<file path="src/hw/rtl/msp_pkg.sv">
`timescale 1ns / 1ps
// Package for the motor speed PI duty block: field widths, register indexes,
// mode codes, reset values and the structs shared by the modules. No dependencies.
package msp_pkg;

	localparam int COUNT_W  = 11;
	localparam int MODE_W   = 2;
	localparam int TARGET_W = 19;
	localparam int GAIN_W   = 16;
	localparam int BASE_W   = 18;
	localparam int ERR_W    = 21;
	localparam int DIFF_W   = ERR_W + 1;
	localparam int PPROP_W  = GAIN_W + 1 + DIFF_W;
	localparam int PINT_W   = GAIN_W + 1 + ERR_W;
	localparam int ACC_W    = 41;
	localparam int FRAC_W   = 20;
	localparam int IDX_W    = 8;
	localparam int DATA_W   = 19;

	localparam logic [IDX_W-1:0] REG_TARGET = 8'd0;
	localparam logic [IDX_W-1:0] REG_PROP   = 8'd1;
	localparam logic [IDX_W-1:0] REG_INTEG  = 8'd2;
	localparam logic [IDX_W-1:0] REG_BASE   = 8'd3;

	localparam logic [MODE_W-1:0] MODE_STOP     = 2'd0;
	localparam logic [MODE_W-1:0] MODE_FORWARD  = 2'd1;
	localparam logic [MODE_W-1:0] MODE_BACKWARD = 2'd2;

	localparam logic [TARGET_W-1:0] TARGET_RST = 19'd13345;
	localparam logic [GAIN_W-1:0]   PROP_RST   = 16'd8192;
	localparam logic [GAIN_W-1:0]   INTEG_RST  = 16'd82;
	localparam logic [BASE_W-1:0]   BASE_RST   = 18'd161498;

	typedef struct packed {
		logic [TARGET_W-1:0] target_pulses;
		logic [GAIN_W-1:0]   prop_gain;
		logic [GAIN_W-1:0]   integ_gain;
		logic [BASE_W-1:0]   base_duty;
	} cfg_regs_t;

	typedef struct packed {
		logic                     stop;
		logic signed [ERR_W-1:0]  error;
		logic signed [DIFF_W-1:0] diff;
	} err_item_t;

endpackage

</file>
<file path="src/hw/rtl/msp_sample_if.sv">
`timescale 1ns / 1ps
// Input channel of the motor speed PI duty block: one item per control tick.
// Depends on msp_pkg for the field widths.
interface msp_sample_if;
	logic                                 valid;
	logic                                 ready;
	logic signed [msp_pkg::COUNT_W-1:0]   enc_count;
	logic        [msp_pkg::MODE_W-1:0]    motor_mode;

	modport source (output valid, output enc_count, output motor_mode, input ready);
	modport sink (input valid, input enc_count, input motor_mode, output ready);
endinterface

</file>
<file path="src/hw/rtl/msp_result_if.sv">
`timescale 1ns / 1ps
// Output channel of the motor speed PI duty block: one duty item per tick.
// The duty width follows the DUTY_BITS parameter.
interface msp_result_if #(
	parameter int DUTY_BITS = 10
);
	logic                 valid;
	logic                 ready;
	logic [DUTY_BITS-1:0] duty;

	modport source (output valid, output duty, input ready);
	modport sink (input valid, input duty, output ready);
endinterface

</file>
<file path="src/hw/rtl/msp_cfg_if.sv">
`timescale 1ns / 1ps
// Configuration write channel of the motor speed PI duty block.
// Depends on msp_pkg for the index and data widths.
interface msp_cfg_if;
	logic                          valid;
	logic                          ready;
	logic [msp_pkg::IDX_W-1:0]     reg_index;
	logic [msp_pkg::DATA_W-1:0]    wdata;

	modport source (output valid, output reg_index, output wdata, input ready);
	modport sink (input valid, input reg_index, input wdata, output ready);
endinterface

</file>
<file path="src/hw/rtl/msp_cfg_regs.sv">
`timescale 1ns / 1ps
// Configuration registers of the motor speed PI duty block.
// Depends on msp_pkg and msp_cfg_if.
module msp_cfg_regs (
	input  logic               clk,
	input  logic               arst_n,
	msp_cfg_if.sink            cfg,
	output msp_pkg::cfg_regs_t regs
);

	msp_pkg::cfg_regs_t regs_q;

	assign cfg.ready = 1'b1;
	assign regs = regs_q;

	always_ff @(posedge clk or negedge arst_n) begin
		if (!arst_n) begin
			regs_q.target_pulses <= msp_pkg::TARGET_RST;
			regs_q.prop_gain     <= msp_pkg::PROP_RST;
			regs_q.integ_gain    <= msp_pkg::INTEG_RST;
			regs_q.base_duty     <= msp_pkg::BASE_RST;
		end else if (cfg.valid) begin
			unique case (cfg.reg_index)
				msp_pkg::REG_TARGET: regs_q.target_pulses <= cfg.wdata[msp_pkg::TARGET_W-1:0];
				msp_pkg::REG_PROP:   regs_q.prop_gain <= cfg.wdata[msp_pkg::GAIN_W-1:0];
				msp_pkg::REG_INTEG:  regs_q.integ_gain <= cfg.wdata[msp_pkg::GAIN_W-1:0];
				msp_pkg::REG_BASE:   regs_q.base_duty <= cfg.wdata[msp_pkg::BASE_W-1:0];
				default: ;
			endcase
		end
	end

endmodule

</file>
<file path="src/hw/rtl/msp_err_stage.sv">
`timescale 1ns / 1ps
// Input register and error stage: speed error, error change and the kept error.
// Depends on msp_pkg and msp_sample_if.
module msp_err_stage (
	input  logic                  clk,
	input  logic                  arst_n,
	msp_sample_if.sink            sample,
	input  msp_pkg::cfg_regs_t    regs,
	output logic                  item_valid,
	output msp_pkg::err_item_t    item,
	input  logic                  item_ready
);

	logic                                valid_s1;
	logic signed [msp_pkg::COUNT_W-1:0]  count_s1;
	logic        [msp_pkg::MODE_W-1:0]   mode_s1;
	logic                                valid_s2;
	msp_pkg::err_item_t                  item_s2;
	logic signed [msp_pkg::ERR_W-1:0]    prev_err_q;

	logic                                ready_s1;
	logic                                ready_s2;
	logic                                run;
	logic        [msp_pkg::COUNT_W-1:0]  mag;
	logic signed [msp_pkg::ERR_W-1:0]    error;
	logic signed [msp_pkg::DIFF_W-1:0]   diff;

	assign ready_s2 = !valid_s2 || item_ready;
	assign ready_s1 = !valid_s1 || ready_s2;
	assign sample.ready = ready_s1;
	assign item_valid = valid_s2;
	assign item = item_s2;

	assign run = (mode_s1 == msp_pkg::MODE_FORWARD) || (mode_s1 == msp_pkg::MODE_BACKWARD);
	assign mag = count_s1[msp_pkg::COUNT_W-1] ? ((~count_s1) + 11'd1) : count_s1;
	assign error = $signed({2'b00, regs.target_pulses}) - $signed({2'b00, mag, 8'd0});
	assign diff = $signed({error[msp_pkg::ERR_W-1], error})
		- $signed({prev_err_q[msp_pkg::ERR_W-1], prev_err_q});

	always_ff @(posedge clk or negedge arst_n) begin
		if (!arst_n) begin
			valid_s1 <= 1'b0;
		end else if (ready_s1) begin
			valid_s1 <= sample.valid;
		end
	end

	always_ff @(posedge clk) begin
		if (ready_s1 && sample.valid) begin
			count_s1 <= sample.enc_count;
			mode_s1 <= sample.motor_mode;
		end
	end

	always_ff @(posedge clk or negedge arst_n) begin
		if (!arst_n) begin
			valid_s2 <= 1'b0;
			prev_err_q <= '0;
		end else begin
			if (ready_s2) begin
				valid_s2 <= valid_s1;
			end
			if (ready_s2 && valid_s1) begin
				prev_err_q <= run ? error : '0;
			end
		end
	end

	always_ff @(posedge clk) begin
		if (ready_s2 && valid_s1) begin
			item_s2.stop <= !run;
			item_s2.error <= error;
			item_s2.diff <= diff;
		end
	end

endmodule

</file>
<file path="src/hw/rtl/msp_mac.sv">
`timescale 1ns / 1ps
// Gain products, feedforward sum and duty saturation with the result register.
// Depends on msp_pkg and msp_result_if.
module msp_mac #(
	parameter int DUTY_BITS = 10
) (
	input  logic               clk,
	input  logic               arst_n,
	input  msp_pkg::cfg_regs_t regs,
	input  logic               item_valid,
	input  msp_pkg::err_item_t item,
	output logic               item_ready,
	msp_result_if.source       result
);

	localparam int HI_W = msp_pkg::ACC_W - 1 - msp_pkg::FRAC_W;
	localparam logic [HI_W-1:0] DUTY_MAX = HI_W'((64'd1 << DUTY_BITS) - 64'd1);

	logic                                valid_s3;
	logic                                stop_s3;
	logic signed [msp_pkg::PPROP_W-1:0]  pprop_s3;
	logic signed [msp_pkg::PINT_W-1:0]   pint_s3;
	logic                                valid_s4;
	logic        [DUTY_BITS-1:0]         duty_s4;

	logic                                ready_s3;
	logic                                ready_s4;
	logic signed [msp_pkg::ACC_W-1:0]    acc;
	logic        [HI_W-1:0]              acc_hi;
	logic        [DUTY_BITS-1:0]         duty;

	assign ready_s4 = !valid_s4 || result.ready;
	assign ready_s3 = !valid_s3 || ready_s4;
	assign item_ready = ready_s3;
	assign result.valid = valid_s4;
	assign result.duty = duty_s4;

	assign acc = msp_pkg::ACC_W'(pprop_s3) + msp_pkg::ACC_W'(pint_s3)
		+ $signed({{(msp_pkg::ACC_W - msp_pkg::BASE_W - 12){1'b0}}, regs.base_duty, 12'd0});
	assign acc_hi = acc[msp_pkg::ACC_W-2:msp_pkg::FRAC_W];

	always_comb begin
		priority if (stop_s3 || acc[msp_pkg::ACC_W-1]) begin
			duty = '0;
		end else if (acc_hi > DUTY_MAX) begin
			duty = DUTY_MAX[DUTY_BITS-1:0];
		end else begin
			duty = acc_hi[DUTY_BITS-1:0];
		end
	end

	always_ff @(posedge clk or negedge arst_n) begin
		if (!arst_n) begin
			valid_s3 <= 1'b0;
			valid_s4 <= 1'b0;
		end else begin
			if (ready_s3) begin
				valid_s3 <= item_valid;
			end
			if (ready_s4) begin
				valid_s4 <= valid_s3;
			end
		end
	end

	always_ff @(posedge clk) begin
		if (ready_s3 && item_valid) begin
			stop_s3 <= item.stop;
			pprop_s3 <= $signed({1'b0, regs.prop_gain}) * item.diff;
			pint_s3 <= $signed({1'b0, regs.integ_gain}) * item.error;
		end
		if (ready_s4 && valid_s3) begin
			duty_s4 <= duty;
		end
	end

endmodule

</file>
<file path="src/hw/rtl/motor_speed_pi_duty.sv">
`timescale 1ns / 1ps
// Motor speed PI controller with feedforward duty, top level.
// Depends on msp_pkg, the three channel interfaces, msp_cfg_regs, msp_err_stage, msp_mac.
//
// Each item on the sample channel is one control tick: the signed encoder pulse
// count of the tick and the motor mode. For each item one duty item leaves on
// the result channel, in order. Stop mode (or the unused mode code) gives duty 0
// and clears the kept error.
// The cfg channel writes target, proportional gain, integral gain and base duty
// by index; it is always ready and should only be written while no item is in
// flight. Writes to other indexes are dropped.
// The block is a four-register pipeline: input register, error stage, gain
// multipliers, sum and saturation into the result register. An accepted sample
// item passes through these registers in order before result.valid rises, and
// one item can be accepted every cycle while the pipeline does not stall. Each
// stage holds its item while the next is full, so a stalled receiver fills the
// pipeline before sample.ready drops; idle stages keep accepting meanwhile.
// Reset clears the pipeline and the kept error and loads the register defaults.
module motor_speed_pi_duty #(
	parameter int DUTY_BITS = 10
) (
	input  logic          clk,
	input  logic          arst_n,
	msp_cfg_if.sink       cfg,
	msp_sample_if.sink    sample,
	msp_result_if.source  result
);

	msp_pkg::cfg_regs_t  regs;
	logic                item_valid;
	logic                item_ready;
	msp_pkg::err_item_t  item;

	msp_cfg_regs u_cfg_regs (
		.clk    (clk),
		.arst_n (arst_n),
		.cfg    (cfg),
		.regs   (regs)
	);

	msp_err_stage u_err_stage (
		.clk        (clk),
		.arst_n     (arst_n),
		.sample     (sample),
		.regs       (regs),
		.item_valid (item_valid),
		.item       (item),
		.item_ready (item_ready)
	);

	msp_mac #(
		.DUTY_BITS (DUTY_BITS)
	) u_mac (
		.clk        (clk),
		.arst_n     (arst_n),
		.regs       (regs),
		.item_valid (item_valid),
		.item       (item),
		.item_ready (item_ready),
		.result     (result)
	);

endmodule
</file>
<file path="src/flat_wrapper.sv">
// flat-port wrapper written by rule: the top's interface ports become plain ports
module motor_speed_pi_duty_flat 
#(
	parameter int DUTY_BITS = 10
)
  (clk, arst_n, cfg_valid, cfg_reg_index, cfg_wdata, cfg_ready, sample_valid, sample_enc_count, sample_motor_mode, sample_ready, result_valid, result_duty, result_ready);
  msp_cfg_if cfg_i ();
  msp_sample_if sample_i ();
  msp_result_if #(.DUTY_BITS(DUTY_BITS)) result_i ();
  input  logic clk;
  input  logic arst_n;
  input wire logic [$bits(cfg_i.valid)-1:0] cfg_valid;
  input wire logic [$bits(cfg_i.reg_index)-1:0] cfg_reg_index;
  input wire logic [$bits(cfg_i.wdata)-1:0] cfg_wdata;
  output wire logic [$bits(cfg_i.ready)-1:0] cfg_ready;
  input wire logic [$bits(sample_i.valid)-1:0] sample_valid;
  input wire logic [$bits(sample_i.enc_count)-1:0] sample_enc_count;
  input wire logic [$bits(sample_i.motor_mode)-1:0] sample_motor_mode;
  output wire logic [$bits(sample_i.ready)-1:0] sample_ready;
  output wire logic [$bits(result_i.valid)-1:0] result_valid;
  output wire logic [$bits(result_i.duty)-1:0] result_duty;
  input wire logic [$bits(result_i.ready)-1:0] result_ready;
  assign cfg_i.valid = cfg_valid;
  assign cfg_i.reg_index = cfg_reg_index;
  assign cfg_i.wdata = cfg_wdata;
  assign cfg_ready = cfg_i.ready;
  assign sample_i.valid = sample_valid;
  assign sample_i.enc_count = sample_enc_count;
  assign sample_i.motor_mode = sample_motor_mode;
  assign sample_ready = sample_i.ready;
  assign result_valid = result_i.valid;
  assign result_duty = result_i.duty;
  assign result_i.ready = result_ready;
  motor_speed_pi_duty #(.DUTY_BITS(DUTY_BITS)) u_core (.clk(clk), .arst_n(arst_n), .cfg(cfg_i), .sample(sample_i), .result(result_i));
endmodule
</file>
<file path="config.mk">
export PLATFORM = sky130hd
export DESIGN_NAME = motor_speed_pi_duty_flat
export DESIGN_NICKNAME = d
export VERILOG_FILES = /design/src/hw/rtl/msp_pkg.sv /design/src/hw/rtl/msp_sample_if.sv /design/src/hw/rtl/msp_result_if.sv /design/src/hw/rtl/msp_cfg_if.sv /design/src/hw/rtl/msp_cfg_regs.sv /design/src/hw/rtl/msp_err_stage.sv /design/src/hw/rtl/msp_mac.sv /design/src/hw/rtl/motor_speed_pi_duty.sv /design/src/flat_wrapper.sv
export SDC_FILE = /design/constraint.sdc
export NUM_CORES = 2
export LEC_CHECK = 0
export ABC_AREA = 1
export BUFFER_PORTS_ARGS = -buffer_cell sky130_fd_sc_hd__buf_2
export CELL_PAD_IN_SITES_DETAIL_PLACEMENT = 0
export CELL_PAD_IN_SITES_GLOBAL_PLACEMENT = 1
export CORE_UTILIZATION = 51
export CTS_CLUSTER_DIAMETER = 200
export DETAILED_ROUTE_END_ITERATION = 8
export HOLD_SLACK_MARGIN = 0.08
export PLACE_DENSITY_LB_ADDON = 0.1
export SYNTH_ARGS = -nofsm -noshare
export SYNTH_HDL_FRONTEND = slang
export SYNTH_HIERARCHICAL = 1
export SYNTH_SLANG_ARGS = --single-unit
</file>
<file path="constraint.sdc">
create_clock -name clk -period 7.6 [get_ports clk]
set_input_delay 1.9 -clock clk [delete_from_list [all_inputs] [get_ports clk]]
set_output_delay 1.9 -clock clk [all_outputs]
set_load 0.05 [all_outputs]
</file>
* Word level (Yosys, flattened, before mapping)
Index checks and enable logic that the tools add are counted.
Word-level totals: input bits 45, output and inout port bits 13, register bits after elaboration 238, logic and storage cells 55
Cells by class: reductions and logical operators 20, $mul 2, eq/ne operators 5, $add $sub $neg 5, order comparisons 1, bitwise gates (word level) 1, multiplexer cells 3
Operator list (number):
- 40-bit by 31-bit adder with 41-bit output | 1
- 39-bit by 38-bit adder with 40-bit output | 1
- 17-bit by 22-bit multiplier with 39-bit output | 1
- 17-bit by 20-bit multiplier with 37-bit output | 1
- 20-bit by 21-bit subtractor with 22-bit output | 1
- 21-bit 2-to-1 mux | 1
- 20-bit by 10-bit > comparator with 1-bit output (second input constant) | 1
- 19-bit by 19-bit subtractor with 20-bit output | 1
- 8-bit by 2-bit == test with 1-bit output (second input constant) | 2
- 11-bit by 1-bit adder with 11-bit output (second input constant) | 1
- 11-bit 2-to-1 mux | 1
- 11-bit inverter | 1
- 10-bit 2-to-1 mux | 1
- 8-bit by 1-bit == test with 1-bit output (second input constant) | 1
- 8-bit logical NOT | 1
- 2-bit AND reduction | 4
- 1-bit logical OR | 6
- 1-bit logical NOT | 5
- 1-bit logical AND | 4
- 2-bit by 1-bit == test with 1-bit output (second input constant) | 1
- 2-bit == test (second input constant) | 1

* Longest topological paths before layout
word-level depth 6, gate-level depth with buffers 31, gate-level depth less buffers 29

* Hierarchy
Netlist, hierarchy kept.
Modules (own cells, without submodules):
- msp_mac | cells each 4104, area each 32545.0 um^2, seq. area each 2692.6 um^2, instances 1
- msp_err_stage | cells each 606, area each 4909.7 um^2, seq. area each 2232.1 um^2, instances 1
- msp_cfg_regs | cells each 317, area each 2941.6 um^2, seq. area each 1751.7 um^2, instances 1

* Least setup slack after synthesis
Ideal clock, no wire load.
path kind register to register, start register u_core/u_err_stage/item[41] (netlist name), end register u_core/u_mac/pint_s3[36] in the netlist's numbering, data pin, arrival 5.666 ns, slack 1.674 ns, cell stages (with the launch flop) 23, clock period less this slack 5.926 ns, setup time 0.260 ns, cell sequence edfxtp_1 > buf_4 > clkbuf_1 > clkbuf_1 > nand2_1 > fa_1 > fa_1 > inv_1 > fa_1 > fa_1 > fa_1 > inv_1 > fa_1 > inv_1 > ha_1 > a21oi_1 > o21a_1 > o221ai_1 > a21oi_1 > nand2_1 > nand3_1 > nand2_1 > xor2_1
On the way: cells in the longest elaborated chain, start to end 1
RTL lines:
- 17-bit by 20-bit multiplier with 37-bit output | RTL line msp_mac.sv:70 | pint_s3 <= $signed({1'b0, regs.integ_gain}) * item.error;
- end signal: assignment | RTL line msp_mac.sv:70
- end: declaration | RTL line msp_mac.sv:22 | logic signed [msp_pkg::PINT_W-1:0] pint_s3;
No other way between the ends. A chain may end at the register's enable or synchronous reset.

* Worst setup path after layout
start register u_core.u_cfg_regs.regs_q (netlist bit u_core/u_cfg_regs/regs[36]), end register u_core/u_mac/pprop_s3[23] in the netlist's numbering, data pin
On the way: cells in the longest elaborated chain, start to end 1
RTL lines:
- start: declaration | RTL line msp_cfg_regs.sv:11 | msp_pkg::cfg_regs_t regs_q;
- 17-bit by 22-bit multiplier with 39-bit output | RTL line msp_mac.sv:69 | pprop_s3 <= $signed({1'b0, regs.prop_gain}) * item.diff;
- end signal: assignment | RTL line msp_mac.sv:69
- end: declaration | RTL line msp_mac.sv:21 | logic signed [msp_pkg::PPROP_W-1:0] pprop_s3;
No other way between the ends.

==> summary.md <==
| Metric | Value |
|---|---|
| Status | finished clean |
| Area leader, netlist | fa_1 |
| Row count | slightly above 100 |
| Placer Congestion | about 0.90 |
| Clock skew | 0.0216 ns |
| Initial antenna violation count | 2 |
| Final Setup Violations | 0 |
| Largest net degree at the start of global routing | 57 |
| Peak VDD IR | 0.000177 V |
| Worst Setup Start Kind | flop |
| First-pass GRT wire length | 175 mm |
| Register area share after synthesis | 16.5% |
| CTS sink count | about 240 |
| Post-layout util | a little over half |
| Final Hold Viols | 0 |
| DRT Pass-1 Iters | 5 |
| P_leak | approximately 24 nW |
| Starting Density | about half |
| PostCTS Resize Cnt | 0 |
| Clock latency on the worst-skew pair | ~0.57 ns |
| Flops & latches, synth | 237 |
| Worst-margin pin slew | around 1.2 ns |
| Commonest cells in the netlist | inv_1 (1424), nand2_1 (1397), fa_1 (704) |
| Vias per Instance | roughly 5.0 |
| Ys Warns | 6 |
| Pre-CTS setup slack | between 0.8 and 0.9 ns |
| CTS clk-pin slew, worst paths | roughly 0.060 ns |
| HP Class | flop to flop |
| Cell Chain, Critical Path | nand2_1 -> fa_1 -> fa_1 -> fa_1 -> fa_1 -> inv_1 -> fa_1 -> inv_1 -> fa_1 -> inv_1 -> ha_1 -> nand2_1 -> nor2_1 -> nand4_1 -> o21ai_2 -> a21oi_1 -> o21ai_0 -> a21oi_1 -> xnor2_1 |
| RSZ-0062 raised after global routing | no |
| Post-synth ARST share | 39.2% |
| Remaining DRCs | 0 |
| Most instantiated library cell after synthesis | inv_1 |
| Synth Area per Inst | 8.04 um^2 |
| Hpwl dp | just over 90 mm |
| Crit path required time | 7.95 ns |
| GRT Util Overall | about 28% |
| Syn nets | 6058 |
| Depth of the CTS H-tree | 1 |
| Area grow syn2layout | 5.05% |
| Number of I/O pins | 58 |
| Crit-path slowest cell | dfrtp_1 |
| Max Root-Sink Buffers | 3 |
| CP Buf/Inv Count | 3 |
| FMAX | around 0.15 GHz |
| Synth area leaders | fa_1 (35%), inv_1 (13%), nand2_1 (13%), edfxtp_1 (11%), ha_1 (8.7%) |
| CTS Hold Bufs | 0 |
| Synthesized cell area | 0.0404 mm^2 |
| Nets | ~6000 |
| CTS Root Cell | clkbuf_16 |
| Post-synth EDFFs | 144 |
| Crit path DAT | between 7 and 8 ns |
| Path type of the worst setup path | flop to flop |
| Count of cell types in the netlist | 54 |
| Post-synth top area share | approximately a third |
| Post-CTS Setup Repair Bufs | 0 |
| Drt wl/cell | roughly 18 um |
| DRT iter0 DRCs | about 2100 |
| Share of cells above drive strength 1 | between 4 and 5% |
| Period utilisation layout | between 80% and 90% |
| Die width | 283 um |
| Final setup TNS | 0 ns |
| Die Y-Extent | 283 um |
| Fin crit period | just under 7 ns |
| Ys flop type | edfxtp_1 |
| Delay-heaviest family, CP | adder cells |
| Total of max-cap violations | 0 |
| Max FO, Critical Path | 23 |
| TritonCTS Buffers | 28 |
| Final worst slack | 0.792 ns |
| Gr ovfl total | 0 |
| Worst slew margin | around 20% |
| Port Buffer Count | between 50 and 60 |
| Vias in the first global route | roughly 32000 |
| Post-Syn Instances | a little over 5000 |
| Via count | ~30000 |
| Element type at the critical path end | flop |
| Die footprint | approximately 0.08 mm^2 |
| Final ANT Viol Nets | 0 |
| Slew Viols, Final | 0 |
| WHS | roughly 0.47 ns |
| Power per Cell Area | roughly 250 mW/mm^2 |
| CTS tree | built |
| CP max stage delay | about 0.98 ns |
| Core ar. | approximately 0.078 mm^2 |
| Most frequent CP cell | fa_1 |
| Final WL | between 100 and 150 mm |
[through the flow]
step                power [mW]  cell area [um^2]  instances
CTS                       10.7             42400       6040
global route              11.7             42400       6040
finish                    10.6             42400       6042
floorplan                 7.22             40400       5027
global placement          9.25             41500       5988
detailed placement        9.33             41500       5988
[placed cells by master, fill, tap and decap left out, drive strengths merged, types with 8 or more instances in the layout]
| cell type | netlist | layout |
|---|---|---|
| a21oi | 137 | 137 |
| and2 | 9 | 9 |
| buf | 23 | 91 |
| clkbuf | 147 | 35 |
| clkinv | 0 | 8 |
| dfrtp | 73 | 73 |
| dfstp | 20 | 20 |
| edfxtp | 144 | 144 |
| fa | 704 | 704 |
| ha | 282 | 282 |
| inv | 1434 | 1440 |
| nand2 | 1422 | 1422 |
| nand3 | 162 | 162 |
| nand3b | 8 | 8 |
| nand4 | 15 | 15 |
| nor2 | 178 | 178 |
| nor3 | 17 | 17 |
| nor4 | 8 | 8 |
| o21ai | 71 | 71 |
| o21bai | 17 | 17 |
| xnor2 | 51 | 51 |
| xor2 | 64 | 64 |
[metal layers]
metal  up-vias  global-route usage (%)  routed length, um  part of all wire [%]
met5         -                       0                 31                 0.028
met4         4                    6.38               2550                   2.3
met3       130                    5.98               7640                   7.0
met2       780                    44.3              49000                    45
met1     14800                    39.4              50000                    46
li1      14400                       -                  -                     -
[power by group]
part	internal [mW]	switching [mW]
sequential	1.97	0.714
combinational	2.28	4.34
clock	0.766	0.572
total	5.02	5.62
[cell families after synthesis]
kind of cell	share of synthesized area [%]
flip-flops	16.5
AND/OR/NAND/NOR	18.6
buffers and inverters	15.1
adder cells (fa/ha/maj)	43.6
AO/OA/AOI/OAI	3.63
other	0.00928
XOR/XNOR	2.49
[path summary, 6_finish.rpt]
kind / slack, ns / start / to / cells past startpoint
max: 0.79 / u_core/u_cfg_regs/regs[36] / u_core/u_mac/pprop_s3[23] / 19
min: 0.47 / u_core/u_cfg_regs/regs[60] / u_core/u_cfg_regs/regs[60] / 2
max reg2reg: 0.79 / u_core/u_cfg_regs/regs[36] / u_core/u_mac/pprop_s3[23] / 19
min reg2reg: 0.47 / u_core/u_cfg_regs/regs[60] / u_core/u_cfg_regs/regs[60] / 2
max in group asynchronous: 5.06 / arst_n / u_core/u_mac/result.valid / 2
min in group asynchronous: 1.32 / arst_n / u_core/u_cfg_regs/regs[31] / 1
[worst register-to-register path, delay by kind of cell, from the launching register on]
| family | cells | cell delay (ns) |
|---|---|---|
| DFF | 1 | 0.98 |
| AOI/OAI and AO/OA | 4 | 1.03 |
| buffers and inverters | 3 | 0.15 |
| xor gates and xnor gates | 1 | 0.33 |
| and+or+nand+nor | 4 | 0.65 |
| adders and majority gates | 7 | 3.46 |
[sequential cells by signal, indices dropped and copies added, names as in the netlist, 2 cells and up]
signal	cells
u_core/u_cfg_regs/regs	69
u_core/u_err_stage/count_s1	11
u_core/u_err_stage/item	43
u_core/u_err_stage/mode_s1	2
u_core/u_err_stage/prev_err_q	20
u_core/u_mac/pint_s3	38
u_core/u_mac/pprop_s3	39
u_core/u_mac/result.duty	10
[layout make-up]
cell class / instances / area [um^2]
fill: 7581 / 35500
tap: 1040 / 1300
clock inverter: 17 / 134
timing repair buffer: 91 / 546
antenna: 2 / 5.00
multi-input combinational: 3186 / 27600
clock buffer: 35 / 778
sequential: 237 / 6680
inverter: 1434 / 5390
Power figures use the tool's default switching activity.
